## src/hdl/cppt_pkg.sv

```systemverilog
// Shared types and constants for the convex polygon point test block.
package cppt_pkg;

	// Field widths that the stream format fixes.
	localparam int IDX_W  = 4;
	localparam int KIND_W = 1;
	localparam int CNT_REG_W = 5;
	localparam int OUT_W  = 8;

	// Item kinds carried in tuser.
	localparam logic [KIND_W-1:0] KIND_LOAD = 1'b0;
	localparam logic [KIND_W-1:0] KIND_TEST = 1'b1;

	// Configuration port.
	localparam int APB_ADDR_W = 2;
	localparam int APB_DATA_W = 32;
	localparam logic [APB_ADDR_W-1:0] REG_VERTEX_COUNT = 2'd0;

	// A polygon needs this many vertices before a point can lie inside it.
	localparam int MIN_VERTICES = 3;

	// Commands from the controller to the datapath.
	typedef struct packed {
		logic start;     // latch the test point and clear the side flags
		logic degen;     // with start: too few vertices, force an outside answer
		logic load;      // write a vertex into the table
		logic rd_en;     // read one table entry
		logic rd_first;  // the entry read is vertex 0 of the walk
		logic rd_last;   // the entry read closes the polygon
		logic out_load;  // move the answer into the output register
	} cppt_cmd_t;

	// Status from the datapath to the controller.
	typedef struct packed {
		logic acc_done;  // last edge folded into the side flags this cycle
		logic out_full;  // output register holds a beat that is not taken
	} cppt_status_t;

endpackage

```

## src/hdl/cppt_dpath.sv

```systemverilog
// Datapath: vertex memory, edge orientation pipeline, side flags and output register.
module cppt_dpath #(
	parameter int MAX_VERTICES = 16,
	parameter int COORD_BITS = 16,
	parameter int AW = 4
) (
	input  logic                        clk,
	input  logic                        arst_n,
	input  cppt_pkg::cppt_cmd_t         cmd,
	output cppt_pkg::cppt_status_t      status,
	input  logic [AW-1:0]               rd_addr,
	input  logic [cppt_pkg::IDX_W-1:0]  in_index,
	input  logic [COORD_BITS-1:0]       in_x,
	input  logic [COORD_BITS-1:0]       in_y,
	output logic                        out_valid,
	input  logic                        out_ready,
	output logic                        out_inside
);
	import cppt_pkg::*;

	localparam int C  = COORD_BITS;
	localparam int IW = ((AW > IDX_W) ? AW : IDX_W) + 1;
	localparam int PW = 2 * C + 2;

	logic [2*C-1:0] vtx_mem_q [MAX_VERTICES];

	logic [IW-1:0]  idx_ext;
	logic           idx_ok;

	logic [C-1:0]   px_q, py_q;
	logic [C-1:0]   prev_x_q, prev_y_q;

	logic [C-1:0]   rd_x_s1, rd_y_s1;
	logic           rd_vld_s1, first_s1, last_s1;

	logic signed [C:0]    dax, day, dbx, dby;
	logic signed [PW-1:0] prod_p_s2, prod_q_s2;
	logic                 edge_vld_s2, last_s2;

	logic any_left_q, any_right_q;
	logic edge_left;
	logic out_valid_q, out_inside_q;

	// Slots beyond the table depth are dropped.
	assign idx_ext = IW'(in_index);
	assign idx_ok  = idx_ext < IW'(MAX_VERTICES);

	always_ff @(posedge clk) begin
		if (cmd.load && idx_ok) begin
			vtx_mem_q[idx_ext[AW-1:0]] <= {in_y, in_x};
		end
		if (cmd.rd_en) begin
			{rd_y_s1, rd_x_s1} <= vtx_mem_q[rd_addr];
		end
	end

	always_ff @(posedge clk or negedge arst_n) begin
		if (!arst_n) begin
			rd_vld_s1   <= 1'b0;
			first_s1    <= 1'b0;
			last_s1     <= 1'b0;
			edge_vld_s2 <= 1'b0;
			last_s2     <= 1'b0;
		end else begin
			rd_vld_s1   <= cmd.rd_en;
			first_s1    <= cmd.rd_first;
			last_s1     <= cmd.rd_last;
			edge_vld_s2 <= rd_vld_s1 && !first_s1;
			last_s2     <= rd_vld_s1 && last_s1;
		end
	end

	always_ff @(posedge clk) begin
		if (cmd.start) begin
			px_q <= in_x;
			py_q <= in_y;
		end
		if (rd_vld_s1) begin
			prev_x_q <= rd_x_s1;
			prev_y_q <= rd_y_s1;
		end
	end

	// Edge from the previous vertex (a) to the one just read (b), both relative to the point.
	assign dax = $signed({prev_x_q[C-1], prev_x_q}) - $signed({px_q[C-1], px_q});
	assign day = $signed({prev_y_q[C-1], prev_y_q}) - $signed({py_q[C-1], py_q});
	assign dbx = $signed({rd_x_s1[C-1], rd_x_s1}) - $signed({px_q[C-1], px_q});
	assign dby = $signed({rd_y_s1[C-1], rd_y_s1}) - $signed({py_q[C-1], py_q});

	always_ff @(posedge clk) begin
		prod_p_s2 <= PW'(dax) * PW'(dby);
		prod_q_s2 <= PW'(day) * PW'(dbx);
	end

	// The cross product is negative exactly when the first product is below the second.
	assign edge_left = prod_p_s2 < prod_q_s2;

	always_ff @(posedge clk or negedge arst_n) begin
		if (!arst_n) begin
			any_left_q  <= 1'b0;
			any_right_q <= 1'b0;
		end else if (cmd.start) begin
			// Too few vertices: both flags set make the answer outside.
			any_left_q  <= cmd.degen;
			any_right_q <= cmd.degen;
		end else if (edge_vld_s2) begin
			if (edge_left) begin
				any_left_q <= 1'b1;
			end else begin
				any_right_q <= 1'b1;
			end
		end
	end

	always_ff @(posedge clk or negedge arst_n) begin
		if (!arst_n) begin
			out_valid_q <= 1'b0;
		end else if (cmd.out_load) begin
			out_valid_q <= 1'b1;
		end else if (out_ready) begin
			out_valid_q <= 1'b0;
		end
	end

	always_ff @(posedge clk) begin
		if (cmd.out_load) begin
			out_inside_q <= !(any_left_q && any_right_q);
		end
	end

	assign out_valid       = out_valid_q;
	assign out_inside      = out_inside_q;
	assign status.acc_done = last_s2;
	assign status.out_full = out_valid_q && !out_ready;

endmodule

```

## config.mk

```make
export PLATFORM = sky130hd
export DESIGN_NAME = cppt_dpath
export DESIGN_NICKNAME = d
export VERILOG_FILES = /design/src/hdl/cppt_pkg.sv /design/src/hdl/cppt_dpath.sv
export SDC_FILE = /design/constraint.sdc
export NUM_CORES = 2
export LEC_CHECK = 0
export ABC_AREA = 1
export BUFFER_PORTS_ARGS = -buffer_cell sky130_fd_sc_hd__buf_2
export CAP_MARGIN = 10
export CELL_PAD_IN_SITES_DETAIL_PLACEMENT = 0
export CELL_PAD_IN_SITES_GLOBAL_PLACEMENT = 2
export CORE_MARGIN = 2
export CORE_UTILIZATION = 40
export DETAILED_ROUTE_END_ITERATION = 10
export PLACE_DENSITY_LB_ADDON = 0.2
export SYNTH_ARGS = -nofsm -noshare
export SYNTH_HDL_FRONTEND = slang
export SYNTH_SLANG_ARGS = --single-unit
export TNS_END_PERCENT = 100
```

## constraint.sdc

```tcl
create_clock -name clk -period 6.5 [get_ports clk]
set_input_delay 0.325 -clock clk [delete_from_list [all_inputs] [get_ports clk]]
set_output_delay 0.325 -clock clk [all_outputs]
set_load 0.005 [all_outputs]
```

==> After elaboration in Yosys (flattened, before gate mapping) <==
Memory sizes are Yosys's and may differ from the RTL's. A register that Yosys moved wholly into a read port is not among the register bits.
Cells that the tools add are included.
{ "classes": {"addsub": 4, "multipliers": 2, "n_lt_le_gt_ge": 2, "n_eq_ne": 1, "n_mux": 10, "n_reduce_logical": 13} }
{ "ops": {"columns": ["op", "n"], "rows": [
  ["$mul 17x17->34", 2],
  ["$sub 16x16->17", 4],
  ["$lt 34x34->1", 1],
  ["$mux 1", 10],
  ["$reduce_bool 2->1", 3],
  ["$logic_and 1x1->1", 5],
  ["$lt 4x5->1 const B", 1],
  ["$reduce_and 2->1", 2],
  ["$logic_not 1->1", 3],
  ["$ne 2x2->1 const B", 1]
]} }
{ "totals": {"reg_bits": 141, "ramBits": 512, "in_bits": 50, "output_inout_bits": 4, "n_memories": 1} }
{ "mem_list": {"columns": ["memory", "depth", "word_bits", "rd", "rd_ports_with_merged_regs", "write_ports", "line_no", "text"], "rows": [
  ["vtx_mem_q", 16, 32, 1, 1, 1, "cppt_dpath.sv:25", "logic [2*C-1:0] vtx_mem_q [MAX_VERTICES];"]
]} }

==> Longest topological paths before layout <==
{ "depth": {"word_depth": 4, "mapped_depth": 38, "ltp_nobuf": 37} }

==> Worst setup path after synthesis <==
No wires, ideal clock.
{ "synth_timing": {"path_type": "flip-flop to flip-flop", "start": "register px_q[0]", "end": "register prod_q_s2[26]", "setup_time_ns": 0.119, "arrival_ns": 6.603, "setup_slack_ns": -0.222, "stages_incl_launch_ff": 26, "synth_period_minus_slack_ns": 6.722, "path_cell_list": "edfxtp_1 ha_1 fa_1 xnor2_1 clkinv_1 nor2_1 inv_1 fa_1 inv_1 fa_1 inv_1 fa_1 inv_1 fa_1 fa_1 inv_1 fa_1 inv_1 ha_1 nand2_1 nor2_1 nor3b_1 nand4_1 nand3_1 a21oi_1 xnor2_1"} }
{ "synth_via": {"elab_chain_cells": 2} }
{ "synth_lines": {"columns": ["item", "line_no", "text"], "rows": [
  ["start: declaration", "cppt_dpath.sv:30", "logic [C-1:0] px_q, py_q;"],
  ["start signal: assignment", "cppt_dpath.sv:75", "px_q <= in_x;"],
  ["$sub 16x16->17", "cppt_dpath.sv:87", "assign dbx = $signed({rd_x_s1[C-1], rd_x_s1}) - $signed({px_q[C-1], px_q});"],
  ["$mul 17x17->34", "cppt_dpath.sv:92", "prod_q_s2 <= PW'(day) * PW'(dbx);"],
  ["end signal: assignment", "cppt_dpath.sv:92", null],
  ["end: declaration", "cppt_dpath.sv:37", "logic signed [PW-1:0] prod_p_s2, prod_q_s2;"]
]} }
No other way between the ends.
A chain may end at the register's enable or synchronous reset.

==> Final worst setup path <==
{ "layout_timing": {"start": "register px_q[0]", "end": "register prod_p_s2[33]"} }
{ "layout_via": {"elab_chain_cells": 2} }
{ "layout_lines": {"columns": ["item", "line_no", "text"], "rows": [
  ["$sub 16x16->17", "cppt_dpath.sv:85", "assign dax = $signed({prev_x_q[C-1], prev_x_q}) - $signed({px_q[C-1], px_q});"],
  ["$mul 17x17->34", "cppt_dpath.sv:91", "prod_p_s2 <= PW'(dax) * PW'(dby);"],
  ["end signal: assignment", "cppt_dpath.sv:91", null],
  ["end: declaration", "cppt_dpath.sv:37", null]
]} }
No other way between the ends.

==> impl_metrics.csv <==
group,metric,value,unit
status,status,"finished with violations",
status,violations,"negative setup slack",
timing,max_clock_freq,0.143,GHz
floorplanning,top_level_ports,54,
global_routing,grt_pass1_vias,37900,
clock_tree,clkSlewWorstSetupHoldPaths,0.06,ns
floorplanning,initial_utilization,40.2,%
worst_setup_path,start_kind,"register",
synth,syn_area,0.0510,mm2
routing,wirelength,153,mm
layout,num-fill-cells,11400,
floorplanning,floorplan.die_area,0.130,mm2
clock_tree,ctsRootBufferMaster,"sky130_fd_sc_hd__clkbuf_16",
layout,syn2layout_area_growth,29.5,%
timing,slew_viol_final,0,
worst_setup_path,cp_max_fo,6,
synth,synth_seq_area_share,38.9,%
synth,yosys.area.top_type,"sky130_fd_sc_hd__edfxtp_1",
synth,number_of_flip_flops_and_latches_in_the_synthesized_netlist,685,
worst_setup_path,worst-r2r-setup-slack,-0.47,ns
worst_setup_path,rr_worst_depth,34,
place,detailed_place_hpwl,113,mm
timing,clock-skew-final,0.0399,ns
clock_tree,h-tree-depth,3,
worst_setup_path,cp_data_arrival_time,7.53,ns
timing,hold_violations,0,
timing,final_critical_path_setup_slack,-0.472,ns
floorplanning,fp-row-count,131,
worst_setup_path,reg2reg_from,"px_q[0]",
timing,fin_crit,6.97,ns
worst_setup_path,crit_end,"prod_p_s2[33]",
timing,worstMarginPinSlew,1.07,ns
routing,post_drt_wl_per_cell,20.6,um
routing,route.detailed.vias_per_inst,4.88,
global_routing,global_route.usage.met3,2.84,%
worst_setup_path,r2r_end,"prod_p_s2[33]",
job,max_cap_viol_count,0,
place,finalWeightedCongestion,0.915,
worst_setup_path,cp-end-kind,"register",
clock_tree,cts_tree,"built",
global_routing,grt_first_pass_wirelength,233,mm
clock_tree,cts_sinks,685,
routing,detailedRoute.firstPassIterationCount,5,
routing,initialDrtViolationCount,2211,
worst_setup_path,cp_slowest_stage_delay,0.57,ns
worst_setup_path,worst_path_max_delay_cell,"sky130_fd_sc_hd__fa_1",
routing,detailroute.via_count,36200,
routing,final_antenna_net_count,0,
global_routing,globalRoute.busiestLayer,"met2",
global_routing,grtUsageMet2,40.5,%
clock_tree,clk-insertion-delay-late,0.70,ns
global_routing,gr_overflow_total,0,
synth,synthesis.area_per_instance,10.5,um2
global_routing,grt_util_all_layers,23.8,%
worst_setup_path,critical-path-top-cell-by-count,"sky130_fd_sc_hd__fa_1",
timing,max_slew_margin,28.4,%
place,dpl.cell_count,7116,
worst_setup_path,worst-endpoint-required,7.05,ns
synth,gate_count_after_technology_mapping,4841,
timing,setup_repair_after_global_routing_missed_its_margin,"true",
floorplanning,floorplan.core_area,0.127,mm2
global_routing,maximum_number_of_pins_on_one_net_before_global_route_repair,174,
clock_tree,cts_max_path_buffers,3,
clock_tree,tritoncts.num_buffers,78,
timing,layout_worst_path_cycle_share,107,%
timing,report.final.setup_viol,40,
layout,final_layout_size_suffix_gt1_share,29.0,%
floorplanning,dieHeight,361,um
worst_setup_path,worst_setup_path_startpoint,"px_q[0]",
global_routing,grt_met1_usage,32.3,%
layout,fin_cells,7409,
synth,netlist-cell-type-count,56,
layout,fin_nets,6599,
global_routing,grt_antenna_before_repair,6,
floorplanning,dieWidth,361,um
synth,synthesis.nets,5754,
place,buffer_ports.inserted,53,
synth,yosys_warnings,0,
synth,synthDominantCellAreaShare,35.9,%
min_path,min-delay-path-class,"in -> reg",
worst_setup_path,crit_type,"reg -> reg",
synth,biggest_area_contributors_in_the_synthesized_netlist,"sky130_fd_sc_hd__edfxtp_1 36%, sky130_fd_sc_hd__fa_1 23%, sky130_fd_sc_hd__inv_1 7.1%",
routing,drc,0,
cell usage in the layout, fill, tap and decap left out, types with 80 or more instances in the layout:
master	n
sky130_fd_sc_hd__nor2_1	309
sky130_fd_sc_hd__buf_4	690
sky130_fd_sc_hd__o21ai_0	196
sky130_fd_sc_hd__a21oi_1	213
sky130_fd_sc_hd__buf_6	91
sky130_fd_sc_hd__nand3_1	80
sky130_fd_sc_hd__edfxtp_1	609
sky130_fd_sc_hd__mux2i_1	128
sky130_fd_sc_hd__inv_2	97
sky130_fd_sc_hd__inv_1	867
sky130_fd_sc_hd__o211ai_1	136
sky130_fd_sc_hd__ha_1	209
sky130_fd_sc_hd__nand2_2	92
sky130_fd_sc_hd__nand2_1	502
sky130_fd_sc_hd__fa_1	539
synthesized netlist by cell type (all sizes together):
master,instances
a21o,18
nor2,397
dfxtp,68
o211ai,137
a21boi,9
clkbuf,68
buf,75
fa,596
xor2,77
nand3,100
a21oi,284
inv,976
and3,1
nand2b,1
edfxtp,609
o21ai,239
a221oi,2
or2,7
nor3b,1
a211oi,2
nand4,16
a31oi,3
nor3,23
and2,1
dfrtp,8
clkinv,10
xnor2,42
o21a,10
nor4,3
o31ai,5
o21bai,15
o221ai,1
mux2i,128
nand2,638
nand3b,4
ha,267
repair_timing:
action	in CTS	in global routing
hold buffers	31	0
gates cloned	3	0
endpoints found under the setup margin	46	49
buffers inserted	99	46
endpoints found under the hold margin	335	0
resized for setup	616	297
pin swaps	311	230
routing by layer:
layer,up-vias,share of wire (%)
met5,-,0.023
met4,6,2.5
met3,176,4.0
met2,677,48
met1,18000,45
li1,17300,-
worst min-delay path by stage:
| stage | from | cells after the start | end |
|---|---|---|---|
| after floorplan | arst_n | 0 | any_left_q |
| after global placement | arst_n | 1 | last_s1 |
| after detailed placement | arst_n | 1 | last_s2 |
| after CTS | in_x[4] | 1 | vtx_mem_q[4][4] |
| after global routing | in_x[4] | 1 | vtx_mem_q[4][4] |
| final | in_x[9] | 1 | vtx_mem_q[8][9] |
area by class of cell:
| type | instances | area (um2) | share of cell area [%] |
|---|---|---|---|
| multi-input combinational | 3027 | 30100 | 45.5 |
| sequential | 685 | 19800 | 30.1 |
| timing repair buffer | 908 | 7650 | 11.6 |
| inverter | 986 | 3750 | 5.68 |
| tap | 1662 | 2080 | 3.15 |
| clock buffer | 90 | 2020 | 3.05 |
| clock inverter | 50 | 622 | 0.942 |
| antenna | 1 | 2.50 | 0.00379 |
critical path, delay by kind of cell, from the launching register on:
kind | cells | cell delay, ns
adders and majority gates | 9 | 3.83
xor gates and xnor gates | 1 | 0.15
AOI/OAI and AO/OA | 6 | 0.92
and+or+nand+nor | 8 | 0.61
buffers and inverters | 10 | 0.90
DFF | 1 | 0.41
sequential cells by signal, summed over array words and instances (netlist names):
name and cells:
edge_vld_s2 1, py_q 16, first_s1 1, rd_vld_s1 1, rd_y_s1 16, prod_p_s2 34, prev_x_q 16, any_right_q 1
last_s2 1, prod_q_s2 34, out_valid 1, last_s1 1, prev_y_q 16, any_left_q 1, rd_x_s1 16, out_inside 1
vtx_mem_q 512, px_q 16
cells by family (layout without fill, tap and decap cells):
kind of cell    after synthesis  count (layout)  synth area share (%)
simple gates               1192            1192                  9.30
compound gates              725             725                  8.34
fa+ha+maj                   863             863                  29.9
other cells                   0               1                     0
buf+inv                    1129            2034                  8.62
flops                       685             685                  38.9
xor+xnor                    119             119                  2.37
mux                         128             128                  2.51
metrics by stage:
step	area, um2	utilization (%)	TNS (ns)	setup slack [ns]	hold slack (ns)
after floorplan	51100	-	-0.0111	-0.0111	0.0294
after global placement	58500	46.1	-29.14	-1.27	0.172
after detailed placement	58500	46.1	-28.84	-1.20	0.178
after CTS	64700	50.9	-11.27	-0.467	0.00138
after global routing	66000	52.0	-23.10	-0.715	0.0476
final	66000	52.0	-12.74	-0.472	0.0610
Power is left out: the tool's default activity adds up to more than one toggle a clock period on the data nets, which glitch-free logic cannot reach.
